--- src/rtl/face_normal_grouper_top_defines.svh ---
// Assertion macros shared by the grouper RTL.
`ifndef FACE_NORMAL_GROUPER_TOP_DEFINES_SVH
`define FACE_NORMAL_GROUPER_TOP_DEFINES_SVH

// Same-cycle implication, sampled on clk and held off while rst_n is low.
`define FNG_ASSERT_IMP(lbl, ante, cons) \
    lbl: assert property (@(posedge clk) disable iff (!rst_n) (ante) |-> (cons)) \
        else $error("grouper assertion failed");

// Next-cycle implication, sampled on clk and held off while rst_n is low.
`define FNG_ASSERT_NEXT(lbl, ante, cons) \
    lbl: assert property (@(posedge clk) disable iff (!rst_n) (ante) |=> (cons)) \
        else $error("grouper assertion failed");

`endif

--- src/rtl/fng_pkg.sv ---
package fng_pkg;

    localparam int DW      = 17;   // vertex difference width
    localparam int NW      = 35;   // normal component width
    localparam int NNW     = 70;   // squared length width
    localparam int SW      = 72;   // signed accumulator width
    localparam int AW      = 104;  // multiplicand width of the MAC
    localparam int BW      = 72;   // multiplier width of the MAC
    localparam int PW      = 176;  // product width of the MAC
    localparam int LW      = 144;  // squared dot product width
    localparam int DIGW    = 8;    // multiplier digit width
    localparam int NDIG_MAX = 9;   // BW / DIGW
    localparam int NDW     = 4;    // digit count width
    localparam int GI_W    = 6;
    localparam int TOL_W   = 16;
    localparam int FRAC_SH = 32;   // left side scale, 2^32

    localparam logic [NDW-1:0] NDIG_COORD  = 4'd3;
    localparam logic [NDW-1:0] NDIG_NORMAL = 4'd5;
    localparam logic [NDW-1:0] NDIG_WIDE   = 4'd9;

    localparam logic CMD_CLASSIFY = 1'b0;
    localparam logic CMD_CLEAR    = 1'b1;

    typedef logic [0:0] reg_idx_t;
    localparam reg_idx_t REG_USE_GEOM  = 1'b0;
    localparam reg_idx_t REG_TOLERANCE = 1'b1;

    localparam logic               USE_GEOM_RST  = 1'b1;
    localparam logic [TOL_W-1:0]   TOLERANCE_RST = 16'd66;

    typedef enum logic [3:0] {
        ST_IDLE,
        ST_CROSS,
        ST_NN,
        ST_RT,
        ST_CHECK,
        ST_DOT,
        ST_SQ,
        ST_RM,
        ST_NEWG,
        ST_RESTORE,
        ST_DONE
    } state_t;

    typedef struct packed {
        logic signed [NW-1:0] x;
        logic signed [NW-1:0] y;
        logic signed [NW-1:0] z;
        logic [NNW-1:0]       mm;
    } cell_t;

    typedef struct packed {
        logic           start;
        logic [NDW-1:0] ndig;
    } mac_req_t;

    typedef struct packed {
        logic busy;
        logic done;
    } mac_sts_t;

endpackage

--- src/rtl/fng_cell.sv ---
module fng_cell (
    input  logic          clk,
    input  logic          shift,
    input  logic          load,
    input  fng_pkg::cell_t d_in,
    input  fng_pkg::cell_t ld_data,
    output fng_pkg::cell_t q
);
    import fng_pkg::*;

    cell_t q_reg;

    // One stored group normal; the ring moves every entry one place per shift.
    always_ff @(posedge clk)
    begin
        if (load)
        begin
            q_reg <= ld_data;
        end
        else if (shift)
        begin
            q_reg <= d_in;
        end
    end

    assign q = q_reg;

endmodule

--- config.mk ---
export PLATFORM = sky130hd
export DESIGN_NAME = fng_cell
export DESIGN_NICKNAME = d
export VERILOG_FILES = /design/src/rtl/face_normal_grouper_top_defines.svh /design/src/rtl/fng_pkg.sv /design/src/rtl/fng_cell.sv
export SDC_FILE = /design/constraint.sdc
export NUM_CORES = 1
export LEC_CHECK = 0
export BUFFER_PORTS_ARGS = -buffer_cell sky130_fd_sc_hd__clkbuf_2
export CORE_AREA = 4 4 202 204
export CTS_CLUSTER_DIAMETER = 50
export DETAILED_ROUTE_END_ITERATION = 8
export DIE_AREA = 0 0 206 208
export SLEW_MARGIN = 20
export SYNTH_ARGS = -nofsm -noshare
export SYNTH_HDL_FRONTEND = slang
export SYNTH_SLANG_ARGS = --single-unit
--- constraint.sdc ---
create_clock -name clk -period 4.9 [get_ports clk]
set_input_delay 0.735 -clock clk [delete_from_list [all_inputs] [get_ports clk]]
set_output_delay 0.735 -clock clk [all_outputs]
set_load 0.1 [all_outputs]
==> summary.txt <==
Crit path largest cell delay = 0.52 ns
dpl ws = 2.411 ns
RSZ-0062 raised after global routing = no
drt pass-1 iters = 4
worst path required time = 4.16 ns
Yosys Warn Count = 0
simple-gate share of the synthesized area = 0.07859%
syn avg cell area = 21.46 um^2
max reg flops = 175
# fillers = 4022
main combinational cell family by area after synthesis = multiplexers
Critical path origin = q[19]$_DFFE_PP_
synthesized flop and latch total = 175
Remaining DRCs = 0
final WL = 25070 um
Buf+Inv Stages, Crit Path = 1
io pins = 528
Finished Cell Area = 11700 um^2
die height = 208 um
placed inst area = 11140 um^2
post-cts sizing count = 0
PD cells = 429.4 nW/um^2
Routed wire per std cell = 17.44 um
syn nets = 724
crit path max fanout = 1
RD Place Congestion = 0.8081
final core utilization = 29.78%
area delta synth->final = 46.93%
XOR/XNOR Fraction of Synth Area = 0%
crit path kind = reg2out
Mapped Cells = 371
Max Cap Viol = 0
number of global-route vias before repair = 5777
Core Area = 39280 um^2
Die W = 206 um
die area = 42850 um^2
non-filler cells, final = 1438
Static Leak = 5.571 nW
Num CTS Buffers = 17
ant diodes = 0
Setup crit end kind = output port
critical-path cell list = clkbuf_2
clock-pin slew on the worst setup and hold paths = 0.07 ns
CTS HTree Levels = 4
Final nets = 1255
setup bufs post-CTS = 0
TritonCTS clock tree = done
largest net degree at the start of global routing = 100
starting density of the core = 20.27%
Root Driver = clkbuf_16
Setup TNS = 0 ns
Placed Cells = 1408
Clock Path Buffers = 2
Arrival @ worst endpoint = 1.36 ns
Post-Synth Adder-Cell Area = 0%
hold endpoint = q[107]$_DFFE_PP_
most common cell after layout, fill and taps aside = clkbuf_2
Final period util = 42.70%
Rel. slew slack = 31.11%
Worst Tran Pin Value = 1.033 ns
status = completed
grt ovf = 0
Port Buffers = 527
worst min path class = in2reg
Vias/cell = 3.709
compound-cell area share of the yosys netlist = 0%
min Tclk post-route = 2.092 ns
FP Rows = 73
VDD IR-drop max = 0.2459 mV
GRT Total Usage = 11.18%
proportion of layout cells with a drive suffix above 1 = 80.18%
starting DRC count in detailed routing = 170
Cell Area, Synth = 7960 um^2
initial antenna violation count = 0
vias post-DR = 5333
crit path max-delay cell type = clkbuf_2
f_max = 478.0 MHz
Final Hold Violating Endpoints = 0
Post-CTS Hold Buffers = 0
Final HPWL DP = 20380 um
Final Slew Violations = 0
post-synthesis mux area share = 31.31%
PnR worst setup slack = 2.808 ns
crit-path leading delay family = buffers and inverters
Cell variety after synth = 6
sequential share of the synthesized area = 66.02%
Hold Path Cell Cnt = 2
crit path launch type = flop
Final setup violation count = 0
most frequent cells in the layout = clkbuf_2, edfxtp_1, mux2_4
hold_sp = d_in[107]
Detail Route Antenna Nets = 0
Num Clock Sinks = 175
first-pass GRT wire length = 34970 um
-- kinds of logic (layout without fill, tap and decap cells) --
group	after synthesis	count (layout)
mux	175	175
flops	175	175
buf+inv	20	562
simple gates	1	1
-- power by group --
part           internal, mW  total (mW)  switching (mW)
clock                 0.791        1.34           0.551
sequential             1.84        1.89          0.0540
combinational         0.361        1.79            1.42
-- metal layers --
metal  global-route usage (%)  wire, um  vias to the layer above
li1                         -         -                     2517
met4                    4.727       545                        0
met2                    19.90     12750                      329
met5                        0         0                        -
met3                    4.068      2481                       22
met1                    11.81      9294                     2465
-- cell type report --
cell class | count | area [um^2] | share of cell area [%]
Clock buffer | 22 | 444.2 | 3.798
Clock inverter | 8 | 116.4 | 0.9949
Multi-Input combinational cell | 176 | 2501 | 21.38
Sequential cell | 175 | 5255 | 44.93
Tap cell | 525 | 656.9 | 5.616
Timing Repair Buffer | 532 | 2723 | 23.28
-- Yosys cell counts --
| cell type | count | share of area, % |
|---|---|---|
| mux2_2 | 36 | 5.1 |
| mux2_4 | 139 | 26 |
| or2_2 | 1 | 0.079 |
| edfxtp_1 | 175 | 66 |
| buf_6 | 17 | 2.4 |
| buf_2 | 3 | 0.19 |
-- stage by stage --
step	hold WS (ns)	power, mW
after global placement	1.036	3.723
after global routing	0.5408	5.202
after CTS	0.5233	5.108
after detailed placement	1.039	3.731
final	0.5772	5.022
after floorplan	0.9525	3.357
-- worst max path at each step --
stage	end	slack, ns	cells past startpoint
2_1_floorplan	q[0]$_DFFE_PP_	1.16	4
3_3_place_gp	q[57]$_DFFE_PP_	2.47	3
3_5_place_dp	q[141]$_DFFE_PP_	2.41	3
4_1_cts	q[19]	2.67	1
5_1_grt	q[19]	2.70	1
6_report	q[19]	2.81	1
No activity file was read; power rests on OpenSTA's default activity.
