File: config.mk
export PLATFORM = sky130hd
export DESIGN_NAME = fng_mac
export DESIGN_NICKNAME = d
export VERILOG_FILES = /design/src/rtl/face_normal_grouper_top_defines.svh /design/src/rtl/fng_pkg.sv /design/src/rtl/fng_mac.sv
export SDC_FILE = /design/constraint.sdc
export NUM_CORES = 2
export LEC_CHECK = 0
export BUFFER_PORTS_ARGS = -buffer_cell sky130_fd_sc_hd__buf_2
export CORE_UTILIZATION = 45
export DETAILED_ROUTE_END_ITERATION = 8
export GPL_TIMING_DRIVEN = 0
export HOLD_SLACK_MARGIN = 0.05
export PLACE_DENSITY = 0.75
export SLEW_MARGIN = 20
export SYNTH_ARGS = -nofsm -noshare
export SYNTH_HDL_FRONTEND = slang
export SYNTH_SLANG_ARGS = --single-unit
File: constraint.sdc
create_clock -name clk -period 13.6 [get_ports clk]
set_clock_uncertainty 0.05 [all_clocks]
set_input_delay 2.72 -clock clk [delete_from_list [all_inputs] [get_ports clk]]
set_output_delay 2.72 -clock clk [all_outputs]
set_load 0.01 [all_outputs]
File: src/rtl/face_normal_grouper_top_defines.svh
// Assertion macros shared by the grouper RTL.
`ifndef FACE_NORMAL_GROUPER_TOP_DEFINES_SVH
`define FACE_NORMAL_GROUPER_TOP_DEFINES_SVH

// Same-cycle implication, sampled on clk and held off while rst_n is low.
`define FNG_ASSERT_IMP(lbl, ante, cons) \
    lbl: assert property (@(posedge clk) disable iff (!rst_n) (ante) |-> (cons)) \
        else $error("grouper assertion failed");

// Next-cycle implication, sampled on clk and held off while rst_n is low.
`define FNG_ASSERT_NEXT(lbl, ante, cons) \
    lbl: assert property (@(posedge clk) disable iff (!rst_n) (ante) |=> (cons)) \
        else $error("grouper assertion failed");

`endif

File: src/rtl/fng_pkg.sv
package fng_pkg;

    localparam int DW      = 17;   // vertex difference width
    localparam int NW      = 35;   // normal component width
    localparam int NNW     = 70;   // squared length width
    localparam int SW      = 72;   // signed accumulator width
    localparam int AW      = 104;  // multiplicand width of the MAC
    localparam int BW      = 72;   // multiplier width of the MAC
    localparam int PW      = 176;  // product width of the MAC
    localparam int LW      = 144;  // squared dot product width
    localparam int DIGW    = 8;    // multiplier digit width
    localparam int NDIG_MAX = 9;   // BW / DIGW
    localparam int NDW     = 4;    // digit count width
    localparam int GI_W    = 6;
    localparam int TOL_W   = 16;
    localparam int FRAC_SH = 32;   // left side scale, 2^32

    localparam logic [NDW-1:0] NDIG_COORD  = 4'd3;
    localparam logic [NDW-1:0] NDIG_NORMAL = 4'd5;
    localparam logic [NDW-1:0] NDIG_WIDE   = 4'd9;

    localparam logic CMD_CLASSIFY = 1'b0;
    localparam logic CMD_CLEAR    = 1'b1;

    typedef logic [0:0] reg_idx_t;
    localparam reg_idx_t REG_USE_GEOM  = 1'b0;
    localparam reg_idx_t REG_TOLERANCE = 1'b1;

    localparam logic               USE_GEOM_RST  = 1'b1;
    localparam logic [TOL_W-1:0]   TOLERANCE_RST = 16'd66;

    typedef enum logic [3:0] {
        ST_IDLE,
        ST_CROSS,
        ST_NN,
        ST_RT,
        ST_CHECK,
        ST_DOT,
        ST_SQ,
        ST_RM,
        ST_NEWG,
        ST_RESTORE,
        ST_DONE
    } state_t;

    typedef struct packed {
        logic signed [NW-1:0] x;
        logic signed [NW-1:0] y;
        logic signed [NW-1:0] z;
        logic [NNW-1:0]       mm;
    } cell_t;

    typedef struct packed {
        logic           start;
        logic [NDW-1:0] ndig;
    } mac_req_t;

    typedef struct packed {
        logic busy;
        logic done;
    } mac_sts_t;

endpackage

File: src/rtl/fng_mac.sv
module fng_mac (
    input  logic                         clk,
    input  logic                         rst_n,
    input  fng_pkg::mac_req_t            req,
    input  logic [fng_pkg::AW-1:0]       a,
    input  logic [fng_pkg::BW-1:0]       b,
    output fng_pkg::mac_sts_t            sts,
    output logic [fng_pkg::PW-1:0]       prod
);
    import fng_pkg::*;

    logic [AW-1:0]      a_reg, a_next;
    logic [BW-1:0]      b_reg, b_next;
    logic [PW-1:0]      acc_reg, acc_next;
    logic [NDW-1:0]     cnt_reg, cnt_next;
    logic               done_reg, done_next;
    logic [AW+DIGW-1:0] pp;
    logic [6:0]         align_sh;

    // Digits are consumed most significant first, so the multiplier is
    // left-aligned at start and the accumulator shifts one digit per cycle.
    assign align_sh = {3'(NDIG_WIDE - req.ndig), 3'b000} + 7'(0);
    assign pp       = (AW+DIGW)'(a_reg) * (AW+DIGW)'(b_reg[BW-1 -: DIGW]);

    always_comb
    begin
        a_next    = a_reg;
        b_next    = b_reg;
        acc_next  = acc_reg;
        cnt_next  = cnt_reg;
        done_next = 1'b0;
        if (req.start)
        begin
            a_next   = a;
            b_next   = b << align_sh;
            acc_next = '0;
            cnt_next = req.ndig;
        end
        else if (cnt_reg != '0)
        begin
            acc_next  = (acc_reg << DIGW) + PW'(pp);
            b_next    = b_reg << DIGW;
            cnt_next  = cnt_reg - 1'b1;
            done_next = (cnt_reg == NDW'(1));
        end
    end

    always_ff @(posedge clk or negedge rst_n)
    begin
        if (!rst_n)
        begin
            cnt_reg  <= '0;
            done_reg <= 1'b0;
        end
        else
        begin
            cnt_reg  <= cnt_next;
            done_reg <= done_next;
        end
    end

    always_ff @(posedge clk)
    begin
        a_reg   <= a_next;
        b_reg   <= b_next;
        acc_reg <= acc_next;
    end

    assign sts.busy = (cnt_reg != '0);
    assign sts.done = done_reg;
    assign prod     = acc_reg;

endmodule

==> metrics.cfg <==
[sta]
hold_viol = 0
timing.final.crit_period_ps = 9220
tightest_slew_ps = 1313
slew_viol_final = 0
timing.fmax_mhz = 108.5
slew_headroom_pct = 12.44
rsz0062_at_grt = no
setup_viol = 0
fin_crit_sh_pct = 67.80
holdWs_ps = 414.3
setup_tns_ps = 0

[detailed_routing]
drc = 1
vias = 39697
wl_per_cell_um = 25.61
vias_per_cell = 5.836
detail-route-antenna-nets = 0
firstDrtPassIters = 9
wl_um = 174200
drt_iter0_drc = 4310

[place]
placed_cells = 6703
place_area_mm2 = 0.04864
numPortBuffers = 359
finalWeightedCongestion = 1.020
hpwl_um = 140000

[logic_synthesis]
synth_edf_count = 176
synth_area_leader_cell = fa_1
seq_area_frac_synth_pct = 19.80
syn_area_mm2 = 0.04512
syn_inst = 5053
synth_top_area_share_pct = 31.72
ys_dominant_reg_cell = edfxtp_1
postSynth.asyncResetShare_pct = 1.401
synth_nets = 6093
yosysUniqueCellTypes = 89
synth_seq_cells = 357
syn_avg_cell_area_um2 = 8.930
yosys-top-cells-area = fa_1 32%, edfxtp_1 12%, and2_1 8.5%, dfxtp_1 7.8%, inv_1 6.5%
ys_warn_count = 0

[clocking]
clk_latency_ps = 690
ctsLongestPathBuffers = 3
cts-root-buf = clkbuf_16
cts.sinks = 357
clk_pin_slew_ps = 60
post_cts_resized = 0
postCtsSetupRepairBufs = 0
hold_buffers = 0
htree_num_levels = 2
cts_made_buffers = 48
cts_tree = built

[floorplanning]
dieWidth_um = 318.7
fp.dieH_um = 318.7
io_pins = 361
dieArea_mm2 = 0.1015
core_area_mm2 = 0.09885
fp-row-count = 115
start_util_pct = 45.65

[setup_path]
crit_required_ps = 14100
arrival_ps = 9720
r2r-start = b_reg[66]$_DFFE_PP_
crit_path_end_kind = flip-flop
crit_end = prod[118]$_SDFFE_PP0N_
crit_cells = 20
path_buf_inv = 3
regToRegEndpoint = prod[118]$_SDFFE_PP0N_
cp_max_fo = 10
reg2reg_depth = 20
cp_slowest_cell = clkbuf_1
critPathKind = reg2reg
critical_path.top_delay_family = compound AO/OA/AOI/OAI gates
cpPeakStageDelay_ps = 1030
timing.critical_path.mode_cell = fa_1
start_kind = flip-flop
crit_chain = clkbuf_1 -> clkbuf_1 -> and2_1 -> fa_1 -> fa_1 -> fa_1 -> fa_1 -> ha_1 -> clkbuf_1 -> a21oi_1 -> o21ai_0 -> a21oi_1 -> o31ai_1 -> nor3_1 -> a211oi_1 -> nor2_1 -> o41ai_1 -> nand3_1 -> xor2_1 -> o21ai_1
crit_start = b_reg[66]$_DFFE_PP_
r2r_slack_ps = 4380

[finish]
largest_register_ffs = 176
final_cell_mix = 785 x inv_1, 715 x fa_1, 613 x and2_1
final_cells = 6802
final_layout_size_suffix_gt1_share_pct = 10.59
area_delta_synth_final_pct = 11.50
final_nets = 6506
final_area_mm2 = 0.05032
final_common_cell = inv_1
fillers = 9239

[outcome]
outcome = finished with violations
violations = DRC

[grt]
grt_usage_pct = 34.40
grt_first_pass_wirelength_um = 258000
grt_start_max_net_pins = 68
overflow = 0
antenna_found_initial = 23
grt_pass1_vias = 40117

[worst_hold_path]
hp-class = reg2reg

[run]
cap_viol_max_count = 0

## per-layer routing
metal | GRT usage (%) | wire (µm)
met2 | 54.27 | 78730
met5 | 0 | 133
met1 | 43.63 | 65910
met3 | 9.501 | 19840
met4 | 16.36 | 9587
## worst min-delay path, cell delays in order (launching register included)
cell and delay [ps]:
dfxtp_1 320, nand2_1 50, a21oi_1 50
## synthesized netlist by cell type, types with 23 or more instances
cell type and number:
nor3_1 49, nand2_1 596, xnor2_1 83, dfxtp_1 176
o21ai_0 175, ha_1 142, mux2i_1 23, inv_1 785
nor2_1 216, nor4_1 25, and2_1 613, clkbuf_1 228
a211oi_1 36, o22ai_1 45, o21bai_1 29, a31o_2 23
nand4_1 81, nand3_1 65, mux2_2 50, xor2_1 61
a21oi_1 287, edfxtp_1 176, a21o_1 43, and3_1 36
fa_1 715, nor2b_1 27
## final cells by class
type                    instances  area, µm²  area share (%)
multi-input cells            3666      32310           64.21
flip-flops and latches        357       8934           17.75
inverters                     785       2947           5.856
repair buffers                363       1881           3.737
well taps                    1287       1610           3.200
clock buffers                  60       1340           2.663
plain buffers                 245      965.9           1.920
clock inverters                29      304.0          0.6043
diodes                         10      25.02         0.04973
## stage by stage
step	setup slack [ps]	utilization (%)
finish	4380	50.90
floorplan	7416	-
global placement	2853	49.10
detailed placement	4400	49.21
CTS	4331	50.87
global route	4389	50.88
## cell families after synthesis
group | after synthesis | share of synthesized area (%)
flip-flops | 357 | 19.80
multiplexers | 73 | 1.758
XOR/XNOR | 144 | 2.795
AND/OR/NAND/NOR | 1792 | 20.30
adder cells (fa/ha/maj) | 857 | 35.66
buffers and inverters | 1030 | 8.615
AO/OA/AOI/OAI | 800 | 11.08
## worst min-delay path by stage
stage	to	start	depth (start not counted)
after floorplan	prod[174]$_SDFFE_PP0N_	prod[174]$_SDFFE_PP0N_	2
after global placement	prod[169]$_SDFFE_PP0N_	prod[169]$_SDFFE_PP0N_	2
after detailed placement	prod[174]$_SDFFE_PP0N_	prod[174]$_SDFFE_PP0N_	2
after CTS	prod[174]$_SDFFE_PP0N_	prod[174]$_SDFFE_PP0N_	2
after global routing	prod[30]$_SDFFE_PP0N_	prod[30]$_SDFFE_PP0N_	2
final	prod[22]$_SDFFE_PP0N_	prod[22]$_SDFFE_PP0N_	2
Power is left out: the tool's default activity adds up to more than one toggle a clock period on the data nets, which glitch-free logic cannot reach.
